===== src/sv/lpr_pkg.sv =====
// Shared types and constants for the LRU page replacement block.
// No dependencies; every other file of the block refers to this package.
package lpr_pkg;

  localparam int FRAMES    = 8;
  localparam int PAGE_BITS = 16;
  localparam int AGE_BITS  = 16;
  localparam int FAULT_BITS = 16;
  localparam int IDX_W     = $clog2(FRAMES);
  localparam int CFG_W     = 4;
  localparam int DATA_W    = 32;
  localparam int ADDR_W    = 3;

  localparam logic [CFG_W-1:0] FRAMES_IN_USE_RESET = CFG_W'(4);

  // Register index decoded from the word address.
  typedef enum logic [0:0] {
    REG_FRAMES_IN_USE = 1'b0,
    REG_UNMAPPED      = 1'b1
  } lpr_reg_t;

  typedef enum logic [1:0] {
    ST_IDLE,
    ST_SCAN,
    ST_COMMIT
  } lpr_state_t;

  typedef struct packed {
    logic load;
    logic scan;
    logic commit;
  } lpr_cmd_t;

  typedef struct packed {
    logic scan_last;
    logic out_free;
  } lpr_status_t;

endpackage


===== src/sv/lpr_access_if.sv =====
// Access channel: one page number per beat.
// Depends on lpr_pkg for the page width.
interface lpr_access_if;
  logic                          valid;
  logic                          ready;
  logic [lpr_pkg::PAGE_BITS-1:0] page_number;

  modport source (output valid, output page_number, input ready);
  modport sink   (input valid, input page_number, output ready);
endinterface


===== src/sv/lpr_result_if.sv =====
// Result channel: one lookup outcome per beat.
// Depends on lpr_pkg for field widths.
interface lpr_result_if;
  logic                           valid;
  logic                           ready;
  logic                           hit;
  logic [lpr_pkg::IDX_W-1:0]      frame_index;
  logic                           evicted_valid;
  logic [lpr_pkg::PAGE_BITS-1:0]  evicted_page;
  logic [lpr_pkg::FAULT_BITS-1:0] fault_total;

  modport source (output valid, output hit, output frame_index, output evicted_valid,
                  output evicted_page, output fault_total, input ready);
  modport sink   (input valid, input hit, input frame_index, input evicted_valid,
                  input evicted_page, input fault_total, output ready);
endinterface


===== src/sv/lpr_ctrl.sv =====
// Sequencer for one access: accept, scan active frames, commit.
// Depends on lpr_pkg for state, command and status types.
module lpr_ctrl (
  input  logic                clk,
  input  logic                rst,
  input  logic                access_valid,
  output logic                access_ready,
  input  lpr_pkg::lpr_status_t status,
  output lpr_pkg::lpr_cmd_t    cmd
);

  lpr_pkg::lpr_state_t state, state_next;

  always_ff @(posedge clk) begin
    if (rst) begin
      state <= lpr_pkg::ST_IDLE;
    end else begin
      state <= state_next;
    end
  end

  always_comb begin
    state_next   = state;
    cmd          = '0;
    access_ready = 1'b0;
    unique case (state)
      lpr_pkg::ST_IDLE: begin
        access_ready = 1'b1;
        if (access_valid) begin
          cmd.load   = 1'b1;
          state_next = lpr_pkg::ST_SCAN;
        end
      end
      lpr_pkg::ST_SCAN: begin
        cmd.scan = 1'b1;
        if (status.scan_last) begin
          state_next = lpr_pkg::ST_COMMIT;
        end
      end
      lpr_pkg::ST_COMMIT: begin
        // hold until the result register can take the beat
        if (status.out_free) begin
          cmd.commit = 1'b1;
          state_next = lpr_pkg::ST_IDLE;
        end
      end
      default: begin
        state_next = lpr_pkg::ST_IDLE;
      end
    endcase
  end

endmodule


===== src/sv/lpr_dp.sv =====
// Frame table, age scan, victim choice and result register.
// Depends on lpr_pkg and lpr_result_if.
module lpr_dp (
  input  logic                          clk,
  input  logic                          rst,
  input  logic [lpr_pkg::CFG_W-1:0]     frames_in_use,
  input  logic [lpr_pkg::PAGE_BITS-1:0] page_number,
  input  lpr_pkg::lpr_cmd_t             cmd,
  output lpr_pkg::lpr_status_t          status,
  lpr_result_if.source                  result
);

  localparam int IW = lpr_pkg::IDX_W;
  localparam int PW = lpr_pkg::PAGE_BITS;
  localparam int AW = lpr_pkg::AGE_BITS;
  localparam int FW = lpr_pkg::FAULT_BITS;
  localparam int CW = lpr_pkg::CFG_W;

  logic [PW-1:0] frame_page  [lpr_pkg::FRAMES];
  logic          frame_valid [lpr_pkg::FRAMES];
  logic [AW-1:0] frame_age   [lpr_pkg::FRAMES];
  logic [FW-1:0] fault_count;

  logic [PW-1:0] page_q;
  logic [IW-1:0] idx;
  logic [IW-1:0] victim;
  logic [AW-1:0] best;
  logic          hit_found;
  logic [IW-1:0] hit_idx;

  logic          out_valid;
  logic          out_hit;
  logic [IW-1:0] out_frame;
  logic          out_ev_valid;
  logic [PW-1:0] out_ev_page;
  logic [FW-1:0] out_fault;

  logic [CW-1:0] n_eff;
  logic [IW-1:0] last_idx;
  logic [IW-1:0] sel;
  logic [IW-1:0] rd_addr;
  logic [PW-1:0] rd_page;
  logic          rd_valid;
  logic [AW-1:0] rd_age;
  logic [AW-1:0] aged;
  logic          age_we;
  logic [IW-1:0] age_wa;
  logic [AW-1:0] age_wd;
  logic          miss_commit;
  logic [FW-1:0] fault_next;

  // clamp the active count to 1..FRAMES
  always_comb begin
    priority if (frames_in_use == '0) begin
      n_eff = CW'(1);
    end else if (frames_in_use > CW'(lpr_pkg::FRAMES)) begin
      n_eff = CW'(lpr_pkg::FRAMES);
    end else begin
      n_eff = frames_in_use;
    end
  end

  assign last_idx = IW'(n_eff - CW'(1));
  assign sel      = hit_found ? hit_idx : victim;
  assign rd_addr  = cmd.commit ? sel : idx;
  assign rd_page  = frame_page[rd_addr];
  assign rd_valid = frame_valid[rd_addr];
  assign rd_age   = frame_age[rd_addr];
  assign aged     = (rd_age == '1) ? rd_age : rd_age + AW'(1);

  assign miss_commit = cmd.commit && !hit_found;
  assign fault_next  = (fault_count == '1) ? fault_count : fault_count + FW'(1);

  assign age_we = cmd.scan || cmd.commit;
  assign age_wa = cmd.scan ? idx : sel;
  assign age_wd = cmd.scan ? aged : '0;

  assign status.scan_last = (idx == last_idx);
  assign status.out_free  = !out_valid || result.ready;

  // scan bookkeeping: one frame per cycle
  always_ff @(posedge clk) begin
    if (cmd.load) begin
      page_q    <= page_number;
      idx       <= '0;
      victim    <= '0;
      best      <= '0;
      hit_found <= 1'b0;
      hit_idx   <= '0;
    end else if (cmd.scan) begin
      idx <= idx + IW'(1);
      if (!hit_found && rd_valid && rd_page == page_q) begin
        hit_found <= 1'b1;
        hit_idx   <= idx;
      end
      if (aged > best) begin
        best   <= aged;
        victim <= idx;
      end
    end
  end

  // valid bits and ages clear on reset
  always_ff @(posedge clk) begin
    if (rst) begin
      for (int i = 0; i < lpr_pkg::FRAMES; i++) begin
        frame_valid[i] <= 1'b0;
        frame_age[i]   <= '0;
      end
      fault_count <= '0;
    end else begin
      if (age_we) begin
        frame_age[age_wa] <= age_wd;
      end
      if (miss_commit) begin
        frame_valid[victim] <= 1'b1;
        fault_count         <= fault_next;
      end
    end
  end

  always_ff @(posedge clk) begin
    if (miss_commit) begin
      frame_page[victim] <= page_q;
    end
  end

  always_ff @(posedge clk) begin
    if (rst) begin
      out_valid <= 1'b0;
    end else if (cmd.commit) begin
      out_valid <= 1'b1;
    end else if (result.ready) begin
      out_valid <= 1'b0;
    end
  end

  always_ff @(posedge clk) begin
    if (cmd.commit) begin
      out_hit      <= hit_found;
      out_frame    <= sel;
      out_ev_valid <= !hit_found && rd_valid;
      out_ev_page  <= (!hit_found && rd_valid) ? rd_page : '0;
      out_fault    <= hit_found ? fault_count : fault_next;
    end
  end

  assign result.valid         = out_valid;
  assign result.hit           = out_hit;
  assign result.frame_index   = out_frame;
  assign result.evicted_valid = out_ev_valid;
  assign result.evicted_page  = out_ev_page;
  assign result.fault_total   = out_fault;

endmodule


===== src/sv/lru_page_replacement.sv =====
// Top level of the LRU page replacement block: APB register and glue.
// Depends on lpr_pkg, lpr_access_if, lpr_result_if, lpr_ctrl and lpr_dp.
//
// Usage:
//   access: valid/ready channel, one page number per beat.
//   result: valid/ready channel, one beat per access: hit flag, frame index,
//           evicted page (with its valid flag) and the running fault count.
//   APB port: one register, frames_in_use at byte address 0 (4 bits, reset 4).
//           A value of 0 acts as 1, above 8 acts as 8; the written bits are
//           kept and read back. Write it only while the block is idle.
// Sequence: the block takes the beat, then the age scan visits the N active
//   frames one at a time (the frame table has a single read port), then a
//   commit updates the frame and loads the result register. A new access is
//   taken only after the commit, and the result is valid on the cycle after
//   commit.
// Stalls: the result register holds its beat until taken; the next access is
//   accepted meanwhile, and its commit waits while the register is still full.
// Reset (rst, synchronous): clears all valid bits, ages and the fault count,
//   restores frames_in_use to 4 and empties the result register.
module lru_page_replacement (
  input  logic                         clk,
  input  logic                         rst,
  lpr_access_if.sink                   access,
  lpr_result_if.source                 result,
  input  logic                         psel,
  input  logic                         penable,
  input  logic                         pwrite,
  input  logic [lpr_pkg::ADDR_W-1:0]   paddr,
  input  logic [lpr_pkg::DATA_W-1:0]   pwdata,
  output logic [lpr_pkg::DATA_W-1:0]   prdata,
  output logic                         pready
);

  logic [lpr_pkg::CFG_W-1:0] frames_in_use;
  lpr_pkg::lpr_reg_t         reg_sel;
  lpr_pkg::lpr_cmd_t         cmd;
  lpr_pkg::lpr_status_t      status;
  logic                      cfg_write;

  assign pready = 1'b1;

  // word address picks the register; anything past index 0 is unmapped
  assign reg_sel   = lpr_pkg::lpr_reg_t'(paddr[2]);
  assign cfg_write = psel && penable && pwrite && pready;

  always_ff @(posedge clk) begin
    if (rst) begin
      frames_in_use <= lpr_pkg::FRAMES_IN_USE_RESET;
    end else if (cfg_write && reg_sel == lpr_pkg::REG_FRAMES_IN_USE) begin
      frames_in_use <= pwdata[lpr_pkg::CFG_W-1:0];
    end
  end

  always_comb begin
    unique case (reg_sel)
      lpr_pkg::REG_FRAMES_IN_USE: prdata = lpr_pkg::DATA_W'(frames_in_use);
      default:                    prdata = '0;
    endcase
  end

  lpr_ctrl u_ctrl (
    .clk          (clk),
    .rst          (rst),
    .access_valid (access.valid),
    .access_ready (access.ready),
    .status       (status),
    .cmd          (cmd)
  );

  lpr_dp u_dp (
    .clk           (clk),
    .rst           (rst),
    .frames_in_use (frames_in_use),
    .page_number   (access.page_number),
    .cmd           (cmd),
    .status        (status),
    .result        (result)
  );

endmodule

===== src/flat_wrapper.sv =====
// flat-port wrapper written by rule: the top's interface ports become plain ports
module lru_page_replacement_flat 
  (clk, rst, psel, penable, pwrite, paddr, pwdata, prdata, pready, access_valid, access_page_number, access_ready, result_valid, result_hit, result_frame_index, result_evicted_valid, result_evicted_page, result_fault_total, result_ready);
  lpr_access_if access_i ();
  lpr_result_if result_i ();
  input  logic clk;
  input  logic rst;
  input  logic psel;
  input  logic penable;
  input  logic pwrite;
  input  logic [lpr_pkg::ADDR_W-1:0] paddr;
  input  logic [lpr_pkg::DATA_W-1:0] pwdata;
  output logic [lpr_pkg::DATA_W-1:0] prdata;
  output logic pready;
  input wire logic [$bits(access_i.valid)-1:0] access_valid;
  input wire logic [$bits(access_i.page_number)-1:0] access_page_number;
  output wire logic [$bits(access_i.ready)-1:0] access_ready;
  output wire logic [$bits(result_i.valid)-1:0] result_valid;
  output wire logic [$bits(result_i.hit)-1:0] result_hit;
  output wire logic [$bits(result_i.frame_index)-1:0] result_frame_index;
  output wire logic [$bits(result_i.evicted_valid)-1:0] result_evicted_valid;
  output wire logic [$bits(result_i.evicted_page)-1:0] result_evicted_page;
  output wire logic [$bits(result_i.fault_total)-1:0] result_fault_total;
  input wire logic [$bits(result_i.ready)-1:0] result_ready;
  assign access_i.valid = access_valid;
  assign access_i.page_number = access_page_number;
  assign access_ready = access_i.ready;
  assign result_valid = result_i.valid;
  assign result_hit = result_i.hit;
  assign result_frame_index = result_i.frame_index;
  assign result_evicted_valid = result_i.evicted_valid;
  assign result_evicted_page = result_i.evicted_page;
  assign result_fault_total = result_i.fault_total;
  assign result_i.ready = result_ready;
  lru_page_replacement u_core (.clk(clk), .rst(rst), .access(access_i), .result(result_i), .psel(psel), .penable(penable), .pwrite(pwrite), .paddr(paddr), .pwdata(pwdata), .prdata(prdata), .pready(pready));
endmodule

===== config.mk =====
export PLATFORM = sky130hd
export DESIGN_NAME = lru_page_replacement_flat
export DESIGN_NICKNAME = d
export VERILOG_FILES = /design/src/sv/lpr_pkg.sv /design/src/sv/lpr_access_if.sv /design/src/sv/lpr_result_if.sv /design/src/sv/lpr_ctrl.sv /design/src/sv/lpr_dp.sv /design/src/sv/lru_page_replacement.sv /design/src/flat_wrapper.sv
export SDC_FILE = /design/constraint.sdc
export NUM_CORES = 1
export LEC_CHECK = 0
export BUFFER_PORTS_ARGS = -buffer_cell sky130_fd_sc_hd__buf_2
export CAP_MARGIN = 40
export CORE_AREA = 4 4 220 222
export DETAILED_ROUTE_END_ITERATION = 8
export DIE_AREA = 0 0 224 226
export SLEW_MARGIN = 10
export SYNTH_ARGS = -nofsm -noshare
export SYNTH_HDL_FRONTEND = slang
export SYNTH_SLANG_ARGS = --single-unit

===== constraint.sdc =====
create_clock -name clk -period 6.2 [get_ports clk]
set_input_delay 1.24 -clock clk [delete_from_list [all_inputs] [get_ports clk]]
set_output_delay 1.24 -clock clk [all_outputs]
set_load 0.03 [all_outputs]

==> impl_metrics.yaml <==
synthesis:
  yosysWarnings: 0
  synth_common_cells: "edfxtp_1 (309), nor2_1 (197), nand2_1 (106)"
  synth_cells: 1310
  synth-edff-count: 309
  postSynthRegisterBits: 366
  post-synth-top-count-cell: "edfxtp_1"
  yosys.area.top_type_share_pct: 56.2
  ys.flop_type: "edfxtp_1"
  syn_area_mm2: 0.0165
  synth_top_area_cell: "edfxtp_1"
  synth.area.top_cells: "edfxtp_1 (56%), dfxtp_1 (6.9%), nor2_1 (4.5%)"
  syn_avg_cell_area_um2: 12.6
  synth-async-reset-ratio_pct: 0
  ys_seq_area_share_pct: 63.1
  synth_cell_types: 73
pwr:
  powerDensity_mw_per_mm2: 323
  p_total_uw: 6270
  max-vdd-ir-drop_mv: 0.192
  leakagePower_uw: 0.00715
grt:
  grt_antenna_before_repair: 0
  grt_pass1_wl_mm: 62.3
  overflow: 0
  grt_pass1_vias: 10900
  grt_usage_pct: 15.7
  grt_start_max_net_pins: 47
job:
  cap_violations: 0
route:
  vias_per_cell: 5.17
  wl_per_cell_um: 19.4
  postRouteAntennaNets: 0
  drc: 0
  vias: 10800
  drt_wl_total_mm: 40.6
  drt-initial-drc-count: 1134
  firstDrtPassIters: 5
floorplan:
  dieArea_mm2: 0.0506
  row_count: 79
  fp.coreArea_mm2: 0.0464
  pin_count: 130
  dieHeight_um: 226
  die_w_um: 224
  initial_utilization_pct: 35.6
placed_design:
  dpl.cell_count: 2025
  gp_congestion: 0.840
  port_buffers: 70
  preCtsSetupSlack_ns: -0.147
  place_area_mm2: 0.0181
  hpwl_mm: 27.0
layout:
  diodes: 0
  nFillCells: 4257
  fin_area_mm2: 0.0194
  regArea_mm2: 0.0104
  utilization_pct: 41.9
  fin_cells: 2097
  fin_nets: 1537
  drive_above_1_share_pct: 21.3
  multi_input_area_mm2: 0.00554
  syn_to_final_growth_pct: 17.7
clock_network:
  root_buffer: "clkbuf_16"
  cts_setup_buffers: 0
  cts_inserted_buffers: 39
  ctsLongestPathBuffers: 3
  htreeDepth: 2
  cts_tree: "built"
  clk_latency_ns: 0.53
  cts.sinks: 366
  path_clk_slew_ns: 0.06
setup_path:
  cp.arrival_ns: 6.11
  end_kind: "register"
  criticalPathCategory: "input port to register"
  crit_path_end: "u_core.u_dp.victim[2]"
  rrSetupSlack_ns: 0.65
  worst-path-max-fanout: 28
  required_ns: 6.59
  critical_path.startpoint: "result_ready"
  r2r_cells: 22
  start_kind: "input port"
  r2r_start: "u_core.u_dp.hit_found"
  r2r_end: "u_core.u_dp.victim[2]"
hold_path:
  hold_path_class: "register to register"
  hold_depth: 2
timing:
  setup_ws_ns: 0.479
  drv_slew: 0
  finalCritPeriodShare_pct: 92.3
  finalSetupViolations: 0
  finalCriticalPeriod_ns: 5.72
  grt_setup_unrepaired: "no"
  max_slew_margin_pct: 37.5
  timing.fmax_mhz: 175
  hold_viol_final: 0
  skew_ns: 0.0173
  worstMarginPinSlew_ns: 0.935
run_status:
  status: "finished, final reports clean"
[stage by stage]
step / TNS [ns] / hold slack (ns)
floorplan: 0 / 0.403
global placement: -2.03 / 0.444
detailed placement: -1.60 / 0.452
CTS: 0 / 0.461
global route: 0 / 0.485
finish: 0 / 0.457
[final cells by class]
class                           instances  area share [%]
Clock buffer                           59            5.89
Clock inverter                         13           0.670
Timing Repair Buffer                  176            6.47
Inverter                               44           0.876
Tap cell                              607            3.91
Sequential cell                       366            53.7
Multi-Input combinational cell        832            28.5
[worst min path at each step]
stage / from / end
floorplan: u_core.u_dp.hit_found / u_core.u_dp.result.hit
global route: u_core.u_dp.best[12] / u_core.u_dp.best[12]
CTS: u_core.u_dp.best[1] / u_core.u_dp.best[1]
global placement: u_core.u_dp.best[14] / u_core.u_dp.best[14]
detailed placement: u_core.u_dp.best[1] / u_core.u_dp.best[1]
finish: u_core.u_dp.best[1] / u_core.u_dp.best[1]
[cells by family after synthesis]
family / share of synthesized area [%]
AO/OA/AOI/OAI: 7.06
buffers and inverters: 4.32
flip-flops: 63.1
other: 0.0455
multiplexers: 6.38
AND/OR/NAND/NOR: 15.0
XOR/XNOR: 2.51
adder cells (fa/ha/maj): 1.52
[critical path, cell delays in order]
cell and delay (ns):
buf_2 0.08, nor2b_1 0.04, buf_4 0.14, or3_4 0.41, nand2_4 0.26, a2111oi_0 0.19, nor4_2 0.45, o211ai_2 0.18
or4_4 0.55, buf_4 0.18, o211ai_2 0.18, xnor2_2 0.15, inv_1 0.07, ha_1 0.31, a21o_1 0.16, a21o_1 0.17
a21oi_1 0.14, o21ai_0 0.12, a2111oi_0 0.40, buf_4 0.18, nor4_2 0.04, buf_4 0.21, mux2i_1 0.16, nor2_1 0.05
[placed cells by master, fill, tap and decap left out, types with 9 or more instances in the layout]
| master | Yosys | layout |
|---|---|---|
| conb_1 | 2 | 29 |
| and3_1 | 46 | 46 |
| nand3_1 | 36 | 36 |
| ha_1 | 20 | 20 |
| a21oi_1 | 32 | 32 |
| clkbuf_16 | 0 | 41 |
| or3_1 | 10 | 10 |
| inv_1 | 42 | 42 |
| xor2_1 | 13 | 13 |
| edfxtp_1 | 309 | 309 |
| nand4_1 | 20 | 20 |
| dfxtp_1 | 57 | 57 |
| nor3_1 | 33 | 29 |
| nand2_1 | 106 | 106 |
| a2111oi_0 | 38 | 38 |
| mux4_2 | 25 | 25 |
| mux2i_1 | 40 | 40 |
| nand2b_1 | 16 | 16 |
| buf_4 | 37 | 94 |
| nor2b_1 | 9 | 9 |
| xnor2_1 | 20 | 20 |
| buf_2 | 12 | 70 |
| o21ai_0 | 29 | 29 |
| nor2_1 | 197 | 192 |
| clkbuf_1 | 38 | 13 |
[repair_timing]
item                                    4_1_cts  5_1_grt
endpoints found under the setup margin        0        5
gates resized for setup                       0        1
hold buffers                                  0        0
[where the power goes]
group          internal [µW]  switching (µW)  leakage, µW
registers               2760            52.2      0.00344
clock network           1360             933     0.000623
logic                    471             698      0.00309
total                   4590            1680      0.00715
[per-layer routing]
layer	up-vias	track usage, %	part of all wire, %
met5	-	0	0
met4	0	3.38	1.7
met3	52	2.38	5.6
met2	309	26.4	49
met1	5356	21.7	44
li1	5121	-	-
[sequential cells by signal, indices dropped and copies added (netlist names), 4 cells and up]
| name | count |
|---|---|
| u_core.u_dp.result.evicted_page | 16 |
| u_core.u_dp.frame_age | 128 |
| u_core.u_dp.fault_count | 16 |
| u_core.u_dp.frame_page | 128 |
| u_core.u_dp.frame_valid | 8 |
| u_core.u_dp.best | 16 |
| u_core.u_dp.page_q | 16 |
| u_core.frames_in_use | 4 |
| u_core.u_dp.result.fault_total | 16 |
Note: power is estimated with default switching activity, not from simulation.
